File: src/hdl/wprs_pkg.sv
package wprs_pkg;

	// Field widths.
	localparam int ARR_W   = 63;
	localparam int BYTES_W = 16;
	localparam int WIN_W   = 16;
	localparam int BT_W    = 24;
	localparam int CNT_W   = 32;
	localparam int BSUM_W  = 48;
	localparam int RATE_W  = 40;
	localparam int RSUM_W  = 63;
	localparam int SER_W   = 24;
	localparam int TIME_W  = 64;
	localparam int WINPS_W = 46;
	localparam int PROD_W  = 40;

	// Serial divider geometry, shared by both divisions.
	localparam int DVD_W     = 44;
	localparam int DVS_W     = 64;
	localparam int DIV_STEPS = 44;

	// Unit conversions.
	localparam logic [DVD_W-1:0] RATE_CEIL = 44'd1000000000000;
	localparam logic [DVS_W-1:0] FS_PER_NS_X8 = 64'd1000000;
	localparam logic [9:0]       PS_PER_NS = 10'd1000;
	localparam logic [29:0]      PS_PER_MS = 30'd1000000000;

	// Reset values of the window extremes.
	localparam logic [TIME_W-1:0] GAP_MIN_INIT = 64'h7FFF_FFFF_FFFF_FFFF;
	localparam logic [TIME_W-1:0] GAP_MAX_INIT = 64'h8000_0000_0000_0000;

	typedef enum logic [0:0] {
		CFG_WIN_LEN     = 1'b0,
		CFG_BIT_TIME_FS = 1'b1
	} cfg_idx_t;

	typedef enum logic [2:0] {
		ST_IDLE,
		ST_MUL,
		ST_SER,
		ST_END,
		ST_GAP,
		ST_RATE,
		ST_UPD
	} state_t;

	typedef struct packed {
		logic [ARR_W-1:0]   arrival_ps;
		logic [BYTES_W-1:0] packet_bytes;
	} pkt_t;

	typedef struct packed {
		logic [ARR_W-1:0]   close_time_ps;
		logic [ARR_W-1:0]   window_length_ps;
		logic [CNT_W-1:0]   pkt_tally;
		logic [TIME_W-1:0]  min_gap_ps;
		logic [TIME_W-1:0]  max_gap_ps;
		logic [TIME_W-1:0]  gap_sum_ps;
		logic [BYTES_W-1:0] min_size;
		logic [BYTES_W-1:0] max_size;
		logic [BSUM_W-1:0]  byte_sum;
		logic [RATE_W-1:0]  min_rate_pps;
		logic [RATE_W-1:0]  max_rate_pps;
		logic [RSUM_W-1:0]  rate_sum_pps;
	} stats_t;

endpackage

File: src/hdl/wprs_stream_if.sv
interface wprs_stream_if #(parameter type T = logic);
	logic valid;
	logic ready;
	T     payload;

	modport source (output valid, output payload, input ready);
	modport sink (input valid, input payload, output ready);
endinterface

File: src/hdl/wprs_sdiv.sv
module wprs_sdiv (
	input  logic                       clk,
	input  logic                       arst_n,
	input  logic                       start,
	input  logic [wprs_pkg::DVD_W-1:0] dividend,
	input  logic [wprs_pkg::DVS_W-1:0] divisor,
	output logic                       done,
	output logic [wprs_pkg::DVD_W-1:0] quotient
);
	import wprs_pkg::*;

	localparam int STEP_W = $clog2(DIV_STEPS + 1);

	logic              busy_q;
	logic              done_q;
	logic [STEP_W-1:0] step_q;
	logic [DVD_W-1:0]  dvd_q;
	logic [DVD_W-1:0]  rem_q;
	logic [DVS_W-1:0]  dvs_q;
	logic [DVD_W:0]    trial;
	logic [DVD_W:0]    diff;
	logic              fits;

	// One quotient bit per cycle: shift in the next dividend bit and try a subtract.
	assign trial = {rem_q, dvd_q[DVD_W-1]};
	assign fits  = {{(DVS_W-DVD_W-1){1'b0}}, trial} >= dvs_q;
	assign diff  = trial - dvs_q[DVD_W:0];

	// Step counter.
	always_ff @(posedge clk or negedge arst_n) begin
		if (!arst_n) begin
			busy_q <= 1'b0;
			done_q <= 1'b0;
			step_q <= '0;
		end else begin
			done_q <= busy_q && (step_q == STEP_W'(DIV_STEPS - 1));
			if (start) begin
				busy_q <= 1'b1;
				step_q <= '0;
			end else if (busy_q) begin
				step_q <= step_q + 1'b1;
				if (step_q == STEP_W'(DIV_STEPS - 1)) begin
					busy_q <= 1'b0;
				end
			end
		end
	end

	// The dividend register collects the quotient bits as it shifts out.
	always_ff @(posedge clk) begin
		if (start) begin
			dvd_q <= dividend;
			rem_q <= '0;
			dvs_q <= divisor;
		end else if (busy_q) begin
			rem_q <= fits ? diff[DVD_W-1:0] : trial[DVD_W-1:0];
			dvd_q <= {dvd_q[DVD_W-2:0], fits};
		end
	end

	assign done     = done_q;
	assign quotient = dvd_q;

	a_start_idle: assert property (@(posedge clk) disable iff (!arst_n) start |-> !busy_q)
		else $error("divider started while busy");
	a_done_after_busy: assert property (@(posedge clk) disable iff (!arst_n)
		done_q |-> $past(busy_q) && !busy_q)
		else $error("divider done without a finished run");
	a_rem_below: assert property (@(posedge clk) disable iff (!arst_n)
		busy_q |-> ({{(DVS_W-DVD_W){1'b0}}, rem_q} < dvs_q))
		else $error("partial remainder not below divisor");
endmodule

File: src/hdl/windowed_packet_rate_stats.sv
// Channel   Dir  Beat contents
// in_ch     in   arrival_ps (63), packet_bytes (16)
// out_ch    out  one beat of window statistics when a window closes
// cfg_*     in   window length in ms (index 0), bit time in fs (index 1)
//
// One packet is in work at a time. From its beat to the next ready, a packet
// passes through the bit-serial length times bit time product, the serial divide
// down to nanoseconds, the end time and gap steps, the serial rate divide and the update.
// The first packet skips the rate divide and the update; one whose gap is
// not positive skips the rate divide.
// Reset loads the default configuration and an empty window; nothing is swept.
// A closing packet waits in its last step while a previous result is not yet taken.
module windowed_packet_rate_stats (
	input  logic                        clk,
	input  logic                        arst_n,
	input  logic                        cfg_we,
	input  wprs_pkg::cfg_idx_t          cfg_index,
	input  logic [wprs_pkg::BT_W-1:0]   cfg_wdata,
	wprs_stream_if.sink                 in_ch,
	wprs_stream_if.source               out_ch
);
	import wprs_pkg::*;

	state_t state_q, state_d;

	logic [WIN_W-1:0]   win_ms_q;
	logic [BT_W-1:0]    bt_q;
	logic [ARR_W-1:0]   arr_q;
	logic [BYTES_W-1:0] bytes_q;
	logic [BYTES_W-1:0] bytes_sh_q;
	logic [PROD_W-1:0]  mcand_q;
	logic [PROD_W-1:0]  acc_q;
	logic [PROD_W-1:0]  acc_nxt;
	logic [3:0]         mcnt_q;
	logic [SER_W-1:0]   ser_ns_q;
	logic [TIME_W-1:0]  cur_end_q;
	logic [WINPS_W-1:0] win_ps_q;

	logic               seen_q;
	logic [ARR_W-1:0]   start_q;
	logic [TIME_W-1:0]  prev_end_q;
	logic [CNT_W-1:0]   items_q;
	logic [CNT_W-1:0]   items_inc;

	logic [TIME_W-1:0]  gap_q;
	logic [TIME_W-1:0]  gap_c;
	logic [TIME_W:0]    gdiff;
	logic               gap_pos;
	logic               close_q;
	logic               close_c;
	logic [ARR_W-1:0]   elapsed;
	logic [ARR_W-1:0]   len_q;
	logic [RATE_W-1:0]  rate_q;

	logic [CNT_W-1:0]   cnt_q;
	logic [TIME_W-1:0]  gsum_q, gmin_q, gmax_q;
	logic [BSUM_W-1:0]  bsum_q;
	logic [RSUM_W-1:0]  rsum_q;
	logic [BYTES_W-1:0] smin_q, smax_q;
	logic [RATE_W-1:0]  rmin_q, rmax_q;

	logic [CNT_W-1:0]   cnt_b;
	logic [TIME_W-1:0]  gsum_b, gmin_b, gmax_b;
	logic [BSUM_W-1:0]  bsum_b;
	logic [RSUM_W-1:0]  rsum_b;
	logic [BYTES_W-1:0] smin_b, smax_b;
	logic [RATE_W-1:0]  rmin_b, rmax_b;
	logic [TIME_W:0]    gsum_w;
	logic [BSUM_W:0]    bsum_w;
	logic [RSUM_W:0]    rsum_w;

	logic               out_valid_q;
	stats_t             out_q;

	logic               accept;
	logic               upd_go;
	logic               div_start;
	logic [DVD_W-1:0]   div_dvd;
	logic [DVS_W-1:0]   div_dvs;
	logic               div_done;
	logic [DVD_W-1:0]   div_quot;

	assign accept = in_ch.valid && in_ch.ready;

	// Configuration registers.
	always_ff @(posedge clk or negedge arst_n) begin
		if (!arst_n) begin
			win_ms_q <= WIN_W'(100);
			bt_q     <= BT_W'(100000);
		end else if (cfg_we) begin
			case (cfg_index)
				CFG_WIN_LEN:     win_ms_q <= cfg_wdata[WIN_W-1:0];
				CFG_BIT_TIME_FS: bt_q <= cfg_wdata;
				default: ;
			endcase
		end
	end

	// Bit-serial multiply of length by bit time, one length bit per cycle.
	assign acc_nxt = acc_q + (bytes_sh_q[0] ? mcand_q : '0);

	// Signed difference of end times, clamped to 64 bits.
	always_comb begin
		gdiff = {1'b0, cur_end_q} - {1'b0, prev_end_q};
		if (gdiff[TIME_W] != gdiff[TIME_W-1]) begin
			gap_c = gdiff[TIME_W] ? GAP_MAX_INIT : GAP_MIN_INIT;
		end else begin
			gap_c = gdiff[TIME_W-1:0];
		end
		gap_pos = !gap_c[TIME_W-1] && (gap_c != '0);
	end

	// Window close test.
	always_comb begin
		items_inc = (items_q == '1) ? items_q : items_q + 1'b1;
		elapsed   = arr_q - start_q;
		close_c   = (arr_q >= start_q) &&
			(elapsed > {{(ARR_W-WINPS_W){1'b0}}, win_ps_q}) &&
			(items_inc >= CNT_W'(2));
	end

	// Window base: a closing packet starts from an empty window.
	always_comb begin
		if (close_q) begin
			cnt_b  = '0;
			gsum_b = '0;
			bsum_b = '0;
			rsum_b = '0;
			gmin_b = GAP_MIN_INIT;
			gmax_b = GAP_MAX_INIT;
			smin_b = '1;
			smax_b = '0;
			rmin_b = '1;
			rmax_b = '0;
		end else begin
			cnt_b  = cnt_q;
			gsum_b = gsum_q;
			bsum_b = bsum_q;
			rsum_b = rsum_q;
			gmin_b = gmin_q;
			gmax_b = gmax_q;
			smin_b = smin_q;
			smax_b = smax_q;
			rmin_b = rmin_q;
			rmax_b = rmax_q;
		end
		gsum_w = {gsum_b[TIME_W-1], gsum_b} + {gap_q[TIME_W-1], gap_q};
		bsum_w = {1'b0, bsum_b} + {{(BSUM_W-BYTES_W+1){1'b0}}, bytes_q};
		rsum_w = {1'b0, rsum_b} + {{(RSUM_W-RATE_W+1){1'b0}}, rate_q};
	end

	// Next state.
	always_comb begin
		state_d = state_q;
		case (state_q)
			ST_IDLE: if (accept) state_d = ST_MUL;
			ST_MUL:  if (mcnt_q == 4'd15) state_d = ST_SER;
			ST_SER:  if (div_done) state_d = ST_END;
			ST_END:  state_d = ST_GAP;
			ST_GAP: begin
				if (!seen_q) state_d = ST_IDLE;
				else if (gap_pos) state_d = ST_RATE;
				else state_d = ST_UPD;
			end
			ST_RATE: if (div_done) state_d = ST_UPD;
			ST_UPD:  if (upd_go) state_d = ST_IDLE;
			default: state_d = ST_IDLE;
		endcase
	end

	// State outputs.
	always_comb begin
		in_ch.ready = 1'b0;
		div_start   = 1'b0;
		upd_go      = 1'b0;
		div_dvd     = RATE_CEIL;
		div_dvs     = gap_c;
		case (state_q)
			ST_IDLE: in_ch.ready = 1'b1;
			ST_MUL: begin
				div_start = (mcnt_q == 4'd15);
				div_dvd   = {1'b0, acc_nxt, 3'b000};
				div_dvs   = FS_PER_NS_X8;
			end
			ST_GAP: div_start = seen_q && gap_pos;
			ST_UPD: upd_go = !(close_q && out_valid_q && !out_ch.ready);
			default: ;
		endcase
	end

	always_ff @(posedge clk or negedge arst_n) begin
		if (!arst_n) begin
			state_q <= ST_IDLE;
		end else begin
			state_q <= state_d;
		end
	end

	wprs_sdiv u_sdiv (
		.clk      (clk),
		.arst_n   (arst_n),
		.start    (div_start),
		.dividend (div_dvd),
		.divisor  (div_dvs),
		.done     (div_done),
		.quotient (div_quot)
	);

	// Per-packet working registers.
	always_ff @(posedge clk or negedge arst_n) begin
		if (!arst_n) begin
			mcnt_q <= '0;
		end else if (accept) begin
			mcnt_q <= '0;
		end else if (state_q == ST_MUL) begin
			mcnt_q <= mcnt_q + 1'b1;
		end
	end

	always_ff @(posedge clk) begin
		if (accept) begin
			arr_q      <= in_ch.payload.arrival_ps;
			bytes_q    <= in_ch.payload.packet_bytes;
			bytes_sh_q <= in_ch.payload.packet_bytes;
			mcand_q    <= {{(PROD_W-BT_W){1'b0}}, bt_q};
			acc_q      <= '0;
		end else if (state_q == ST_MUL) begin
			acc_q      <= acc_nxt;
			bytes_sh_q <= bytes_sh_q >> 1;
			mcand_q    <= mcand_q << 1;
			win_ps_q   <= {{(WINPS_W-WIN_W){1'b0}}, win_ms_q} *
				{{(WINPS_W-30){1'b0}}, PS_PER_MS};
		end
		if (state_q == ST_SER && div_done) begin
			ser_ns_q <= div_quot[SER_W-1:0];
		end
		if (state_q == ST_END) begin
			cur_end_q <= {1'b0, arr_q} +
				({{(TIME_W-SER_W){1'b0}}, ser_ns_q} * {{(TIME_W-10){1'b0}}, PS_PER_NS});
		end
		if (state_q == ST_GAP) begin
			gap_q   <= gap_c;
			close_q <= close_c;
			len_q   <= elapsed;
			rate_q  <= RATE_CEIL[RATE_W-1:0];
		end
		if (state_q == ST_RATE && div_done) begin
			rate_q <= div_quot[RATE_W-1:0];
		end
	end

	// Trace and window state.
	always_ff @(posedge clk or negedge arst_n) begin
		if (!arst_n) begin
			seen_q     <= 1'b0;
			start_q    <= '0;
			prev_end_q <= '0;
			items_q    <= '0;
			cnt_q      <= '0;
			gsum_q     <= '0;
			bsum_q     <= '0;
			rsum_q     <= '0;
			gmin_q     <= GAP_MIN_INIT;
			gmax_q     <= GAP_MAX_INIT;
			smin_q     <= '1;
			smax_q     <= '0;
			rmin_q     <= '1;
			rmax_q     <= '0;
		end else if (state_q == ST_GAP && !seen_q) begin
			seen_q     <= 1'b1;
			start_q    <= arr_q;
			prev_end_q <= cur_end_q;
			items_q    <= '0;
		end else if (state_q == ST_GAP) begin
			items_q <= close_c ? '0 : items_inc;
			if (close_c) begin
				start_q <= arr_q;
			end
		end else if (upd_go) begin
			prev_end_q <= cur_end_q;
			cnt_q  <= (cnt_b == '1) ? cnt_b : cnt_b + 1'b1;
			if (gsum_w[TIME_W] != gsum_w[TIME_W-1]) begin
				gsum_q <= gsum_w[TIME_W] ? GAP_MAX_INIT : GAP_MIN_INIT;
			end else begin
				gsum_q <= gsum_w[TIME_W-1:0];
			end
			bsum_q <= bsum_w[BSUM_W] ? '1 : bsum_w[BSUM_W-1:0];
			rsum_q <= rsum_w[RSUM_W] ? '1 : rsum_w[RSUM_W-1:0];
			gmin_q <= ($signed(gap_q) < $signed(gmin_b)) ? gap_q : gmin_b;
			gmax_q <= ($signed(gap_q) > $signed(gmax_b)) ? gap_q : gmax_b;
			smin_q <= (bytes_q < smin_b) ? bytes_q : smin_b;
			smax_q <= (bytes_q > smax_b) ? bytes_q : smax_b;
			rmin_q <= (rate_q < rmin_b) ? rate_q : rmin_b;
			rmax_q <= (rate_q > rmax_b) ? rate_q : rmax_b;
		end
	end

	// Output register: a closing packet snapshots the old window.
	always_ff @(posedge clk or negedge arst_n) begin
		if (!arst_n) begin
			out_valid_q <= 1'b0;
		end else if (upd_go && close_q) begin
			out_valid_q <= 1'b1;
		end else if (out_ch.ready) begin
			out_valid_q <= 1'b0;
		end
	end

	always_ff @(posedge clk) begin
		if (upd_go && close_q) begin
			out_q.close_time_ps    <= arr_q;
			out_q.window_length_ps <= len_q;
			out_q.pkt_tally        <= cnt_q;
			out_q.min_gap_ps       <= gmin_q;
			out_q.max_gap_ps       <= gmax_q;
			out_q.gap_sum_ps       <= gsum_q;
			out_q.min_size         <= smin_q;
			out_q.max_size         <= smax_q;
			out_q.byte_sum         <= bsum_q;
			out_q.min_rate_pps     <= rmin_q;
			out_q.max_rate_pps     <= rmax_q;
			out_q.rate_sum_pps     <= rsum_q;
		end
	end

	assign out_ch.valid   = out_valid_q;
	assign out_ch.payload = out_q;

	a_stall_holds: assert property (@(posedge clk) disable iff (!arst_n)
		(state_q == ST_UPD && close_q && out_valid_q && !out_ch.ready) |=> state_q == ST_UPD)
		else $error("closing packet left its step while the result was blocked");
	a_result_from_upd: assert property (@(posedge clk) disable iff (!arst_n)
		$rose(out_valid_q) |-> $past(state_q == ST_UPD && close_q))
		else $error("result beat not caused by a closing packet");
	a_seen_sticky: assert property (@(posedge clk) disable iff (!arst_n) !$fell(seen_q))
		else $error("first packet flag cleared");
	a_rate_needs_gap: assert property (@(posedge clk) disable iff (!arst_n)
		(state_q == ST_RATE) |-> !gap_q[TIME_W-1] && gap_q != '0)
		else $error("rate divide with a gap that is not positive");
endmodule

File: src/flat_wrapper.sv
// flat-port wrapper written by rule: the top's interface ports become plain ports
module windowed_packet_rate_stats_flat import wprs_pkg::*;
  (clk, arst_n, cfg_we, cfg_index, cfg_wdata, in_ch_valid, in_ch_payload, in_ch_ready, out_ch_valid, out_ch_payload, out_ch_ready);
  wprs_stream_if #(.T(pkt_t)) in_ch_i ();
  wprs_stream_if #(.T(stats_t)) out_ch_i ();
  input  logic clk;
  input  logic arst_n;
  input  logic cfg_we;
  input  wprs_pkg::cfg_idx_t cfg_index;
  input  logic [wprs_pkg::BT_W-1:0] cfg_wdata;
  input wire logic [$bits(in_ch_i.valid)-1:0] in_ch_valid;
  input wire logic [$bits(in_ch_i.payload)-1:0] in_ch_payload;
  output wire logic [$bits(in_ch_i.ready)-1:0] in_ch_ready;
  output wire logic [$bits(out_ch_i.valid)-1:0] out_ch_valid;
  output wire logic [$bits(out_ch_i.payload)-1:0] out_ch_payload;
  input wire logic [$bits(out_ch_i.ready)-1:0] out_ch_ready;
  assign in_ch_i.valid = in_ch_valid;
  assign in_ch_i.payload = in_ch_payload;
  assign in_ch_ready = in_ch_i.ready;
  assign out_ch_valid = out_ch_i.valid;
  assign out_ch_payload = out_ch_i.payload;
  assign out_ch_i.ready = out_ch_ready;
  windowed_packet_rate_stats u_core (.clk(clk), .arst_n(arst_n), .cfg_we(cfg_we), .cfg_index(cfg_index), .cfg_wdata(cfg_wdata), .in_ch(in_ch_i), .out_ch(out_ch_i));
endmodule
File: config.mk
export PLATFORM = sky130hd
export DESIGN_NAME = windowed_packet_rate_stats_flat
export DESIGN_NICKNAME = d
export VERILOG_FILES = /design/src/hdl/wprs_pkg.sv /design/src/hdl/wprs_stream_if.sv /design/src/hdl/wprs_sdiv.sv /design/src/hdl/windowed_packet_rate_stats.sv /design/src/flat_wrapper.sv
export SDC_FILE = /design/constraint.sdc
export NUM_CORES = 2
export LEC_CHECK = 0
export BUFFER_PORTS_ARGS = -buffer_cell sky130_fd_sc_hd__buf_2
export CORE_AREA = 10 10 669 671
export DETAILED_ROUTE_END_ITERATION = 10
export DIE_AREA = 0 0 679 681
export GPL_ROUTABILITY_DRIVEN = 0
export GPL_TIMING_DRIVEN = 0
export PLACE_DENSITY_LB_ADDON = 0.25
export SLEW_MARGIN = 20
export SYNTH_ARGS = -nofsm -noshare
export SYNTH_HDL_FRONTEND = slang
export SYNTH_HIERARCHICAL = 1
export SYNTH_SLANG_ARGS = --single-unit
File: constraint.sdc
create_clock -name clk -period 21.6 [get_ports clk]
set_input_delay 5.4 -clock clk [delete_from_list [all_inputs] [get_ports clk]]
set_output_delay 5.4 -clock clk [all_outputs]
set_load 0.05 [all_outputs]
==> impl_results.html <==
<table>
<tr><th>Metric</th><th>Value</th></tr>
<tr><th colspan="2">Synthesis</th></tr>
<tr><td>Syn Inst Count</td><td>10300</td></tr>
<tr><td>Flops &amp; latches, synth</td><td>1856</td></tr>
<tr><td>Proportion of synthesized chip area in sequential cells</td><td>47.7%</td></tr>
<tr><td>Most used DFF post-synth</td><td>sky130_fd_sc_hd__edfxtp_1</td></tr>
<tr><td>Post-synth EDFFs</td><td>1093</td></tr>
<tr><td>Unique masters post-synth</td><td>about 110</td></tr>
<tr><td>Synth async-reset ratio</td><td>35.7%</td></tr>
<tr><td>Yosys synthesis warning count</td><td>6</td></tr>
<tr><td>Average cell area after synthesis</td><td>about 10 µm²</td></tr>
<tr><td>Mapped Area</td><td>108000 µm²</td></tr>
<tr><th colspan="2">Setup path</th></tr>
<tr><td>Crit path launch type</td><td>flip-flop</td></tr>
<tr><td>Class of the most critical setup path</td><td>flip-flop to flip-flop</td></tr>
<tr><td>Crit-path max FO</td><td>23</td></tr>
<tr><td>Critical Path Sink Type</td><td>flip-flop</td></tr>
<tr><td>Largest incremental delay on the critical path</td><td>750 ps</td></tr>
<tr><td>Slowest-stage cell, CP</td><td>sky130_fd_sc_hd__o41ai_2</td></tr>
<tr><td>Data required time of the worst path</td><td>approximately 22000 ps</td></tr>
<tr><td>Worst path arrival time</td><td>roughly 11000 ps</td></tr>
<tr><th colspan="2">Global route</th></tr>
<tr><td>Pin count of the biggest net entering global routing</td><td>between 90 and 100</td></tr>
<tr><td>Number of antenna violations at the first check in global routing</td><td>42</td></tr>
<tr><td>Global routing usage summed across all routing layers</td><td>16.7%</td></tr>
<tr><td>Number of global-route vias before repair</td><td>81300</td></tr>
<tr><td>Global route total overflow</td><td>0</td></tr>
<tr><td>First-pass GRT wire length</td><td>between 500 and 600 mm</td></tr>
<tr><th colspan="2">Final layout</th></tr>
<tr><td>Most frequent cells in the layout</td><td>sky130_fd_sc_hd__edfxtp_1 (1093), sky130_fd_sc_hd__nand2_1 (1069), sky130_fd_sc_hd__ha_1 (860)</td></tr>
<tr><td>Ratio of cells with drive above 1 in the final layout</td><td>12.8%</td></tr>
<tr><td>Final core area utilization</td><td>29.4%</td></tr>
<tr><td>Area overhead of the layout relative to synthesis</td><td>18.0%</td></tr>
<tr><td>Final Instance Area</td><td>128000 µm²</td></tr>
<tr><td>Nets</td><td>12500</td></tr>
<tr><td>Leading cell type in the layout, fill and taps excluded</td><td>sky130_fd_sc_hd__edfxtp_1</td></tr>
<tr><td>Non-filler instance count after layout</td><td>between 15000 and 20000</td></tr>
<tr><td>Filler cell count</td><td>45500</td></tr>
<tr><th colspan="2">Drt</th></tr>
<tr><td>Wire length on met3</td><td>approximately 20 mm</td></tr>
<tr><td>Drt via density</td><td>4.76</td></tr>
<tr><td>Initial drt markers</td><td>6323</td></tr>
<tr><td>Number of vias after detailed routing</td><td>~80000</td></tr>
<tr><td>DR pass1 iterations</td><td>6</td></tr>
<tr><td>Wirelength per Cell</td><td>23.3 µm</td></tr>
<tr><td>Met2 Wirelength</td><td>186 mm</td></tr>
<tr><td>Remaining routing DRC violations</td><td>0</td></tr>
<tr><td>Highest routing layer actually used</td><td>met5</td></tr>
<tr><td>Met1 WL</td><td>184 mm</td></tr>
<tr><td>Final ANT Viol Nets</td><td>0</td></tr>
<tr><td>Total length of routed wires</td><td>401 mm</td></tr>
<tr><th colspan="2">Power</th></tr>
<tr><td>Worst IR drop on VDD</td><td>0.222 mV</td></tr>
<tr><td>Static leakage power</td><td>0.0547 µW</td></tr>
<tr><td>Power Density</td><td>87.7 nW/µm²</td></tr>
<tr><th colspan="2">Die</th></tr>
<tr><td>Floorplan die height</td><td>681 µm</td></tr>
<tr><td>Starting utilization of the core area</td><td>24.9%</td></tr>
<tr><td>Io pins</td><td>684</td></tr>
<tr><td>Area of the core region</td><td>434000 µm²</td></tr>
<tr><td>Full die area</td><td>462000 µm²</td></tr>
<tr><td>Total number of placement rows</td><td>242</td></tr>
<tr><td>Die Width</td><td>around 680 µm</td></tr>
<tr><th colspan="2">Clocking</th></tr>
<tr><td>Post-CTS Setup Inserts</td><td>0</td></tr>
<tr><td>Hold-fix buffers at CTS</td><td>0</td></tr>
<tr><td>Clk sinks</td><td>~1900</td></tr>
<tr><td>Insertion delay of the later-clocked pin in the worst-skew pair</td><td>970 ps</td></tr>
<tr><td>Buffer depth of the longest clock path</td><td>4</td></tr>
<tr><td>Number of H-tree branching levels</td><td>4</td></tr>
<tr><td>Post-cts gate resize count</td><td>0</td></tr>
<tr><td>Clock-pin transition on the worst setup and hold timing paths</td><td>60 ps</td></tr>
<tr><td>TritonCTS Buffers</td><td>223</td></tr>
<tr><td>Root buf cell</td><td>sky130_fd_sc_hd__clkbuf_16</td></tr>
<tr><td>Clock tree from TritonCTS</td><td>yes</td></tr>
<tr><th colspan="2">Timing</th></tr>
<tr><td>Total negative setup slack</td><td>0 ps</td></tr>
<tr><td>Max-slew headroom at the worst pin</td><td>18.9%</td></tr>
<tr><td>Share of the clock period used by the worst path</td><td>46.7%</td></tr>
<tr><td>Pins Over Slew Limit</td><td>0</td></tr>
<tr><td>Fin. Hold Viols</td><td>0</td></tr>
<tr><td>Setup slack after layout</td><td>11510 ps</td></tr>
<tr><td>Layout Skew</td><td>144 ps</td></tr>
<tr><td>Setup repair after global routing missed its margin</td><td>no</td></tr>
<tr><td>Slew @ Worst Pin</td><td>roughly 1200 ps</td></tr>
<tr><td>Total setup violations reported at the end of the flow</td><td>0</td></tr>
<tr><td>Highest clock frequency the design can meet</td><td>99.1 MHz</td></tr>
<tr><td>Minimum clock period after layout</td><td>10090 ps</td></tr>
<tr><th colspan="2">Place</th></tr>
<tr><td>Buffers added on ports</td><td>683</td></tr>
<tr><td>Total cell area at the placement stage</td><td>120000 µm²</td></tr>
<tr><td>Total placed cells including tap cells</td><td>16800</td></tr>
<tr><td>Post-placement worst setup slack</td><td>11330 ps</td></tr>
<tr><td>Sum of net half-perimeters after detailed placement</td><td>~320 mm</td></tr>
<tr><th colspan="2">Min path</th></tr>
<tr><td>Worst min path class</td><td>flip-flop to flip-flop</td></tr>
<tr><th colspan="2">Job</th></tr>
<tr><td>Max cap viols</td><td>0</td></tr>
<tr><th colspan="2">Outcome</th></tr>
<tr><td>Status</td><td>finished, final reports clean</td></tr>
</table>
## cell usage after synthesis, drive strengths merged, types with 140 or more instances
cell	instances	share of area (%)
nand4	189	1.1
mux2i	155	1.4
a21o	303	2.1
nand2	1069	3.7
xnor2	248	2.0
inv	762	2.6
a21oi	811	3.8
ha	860	10
o21ai	575	2.7
nor2	677	2.4
nand3	166	0.77
clkbuf	365	1.3
and2	166	0.96
fa	226	4.2
nor2b	196	1.1
dfrtp	534	12
xor2	180	1.5
edfxtp	1093	30
nor3	191	0.88
mux2	140	1.6
## metrics by stage
step | hold WS [ps] | power, µW
floorplan | 400 | 6370
global placement | 404 | 7280
detailed placement | 405 | 7270
CTS | 402 | 11400
global route | 419 | 11900
finish | 404 | 11200
## worst max-delay path: cells and delay by family, from the launching register on
family	cells	cell delay [ps]
compound gates	12	3830
fa+ha+maj	2	500
xor+xnor	1	160
flops	1	390
simple gates	8	2830
buf+inv	6	2090
## state kept, by name, summed over array words and instances (netlist names), 64 cells and up
signal,flops
u_core/gap_q,64
u_core/gmin_q,64
u_core/gmax_q,64
u_core/cur_end_q,64
u_core/gsum_q,64
u_core/prev_end_q,64
u_core/u_sdiv/dvs_q,64
u_core/out_ch.payload,573
## layer usage
metal,up-vias,global-route usage [%]
li1,38900,-
met1,40500,22.9
met3,453,2.29
met5,-,0
met2,2104,27.7
met4,10,4.12
## worst paths after layout
kind	start	end	slack [ps]	cells past startpoint
min	u_core/mcand_q[37]$_SDFFE_PP0P_	u_core/mcand_q[38]$_SDFFE_PP0P_	400	2
max in group asynchronous	arst_n	u_core/rmin_q[12]$_DFFE_PN1P_	14940	5
min reg2reg	u_core/mcand_q[37]$_SDFFE_PP0P_	u_core/mcand_q[38]$_SDFFE_PP0P_	400	2
max reg2reg	u_core/cur_end_q[17]$_DFFE_PN_	u_core/u_sdiv/quotient[21]$_DFFE_PP_	11510	29
max	u_core/cur_end_q[17]$_DFFE_PN_	u_core/u_sdiv/quotient[21]$_DFFE_PP_	11510	29
min in group asynchronous	arst_n	u_core/gsum_q[17]$_DFFE_PN0P_	4450	1
## final cells by class
class                      instances  area (µm²)  area share, %
tap                             5734        7170           5.63
buffer                           422        1710           1.34
sequential                      1856       51600           40.4
timing repair buffer             722        4380           3.43
multi-input combinational       7275       52000           40.8
clock buffer                     269        5950           4.67
antenna                           14        35.0         0.0275
inverter                         763        2870           2.25
clock inverter                   150        1790           1.40
## power by group
group | internal, µW | switching [µW]
Combinational | 1350 | 1850
Sequential | 3930 | 22.7
Clock | 2360 | 1670
Total | 7640 | 3540
## cell families after synthesis
kind of cell / Yosys count / share of synthesized area (%)
and+or+nand+nor: 3005 / 13.1
muxes: 295 / 3.00
AOI/OAI and AO/OA: 2451 / 14.3
adders and majority gates: 1092 / 14.2
buffers and inverters: 1185 / 4.20
DFF: 1856 / 47.7
other: 1 / 0.00347
xor gates and xnor gates: 428 / 3.47
Power figures use the tool's default switching activity.
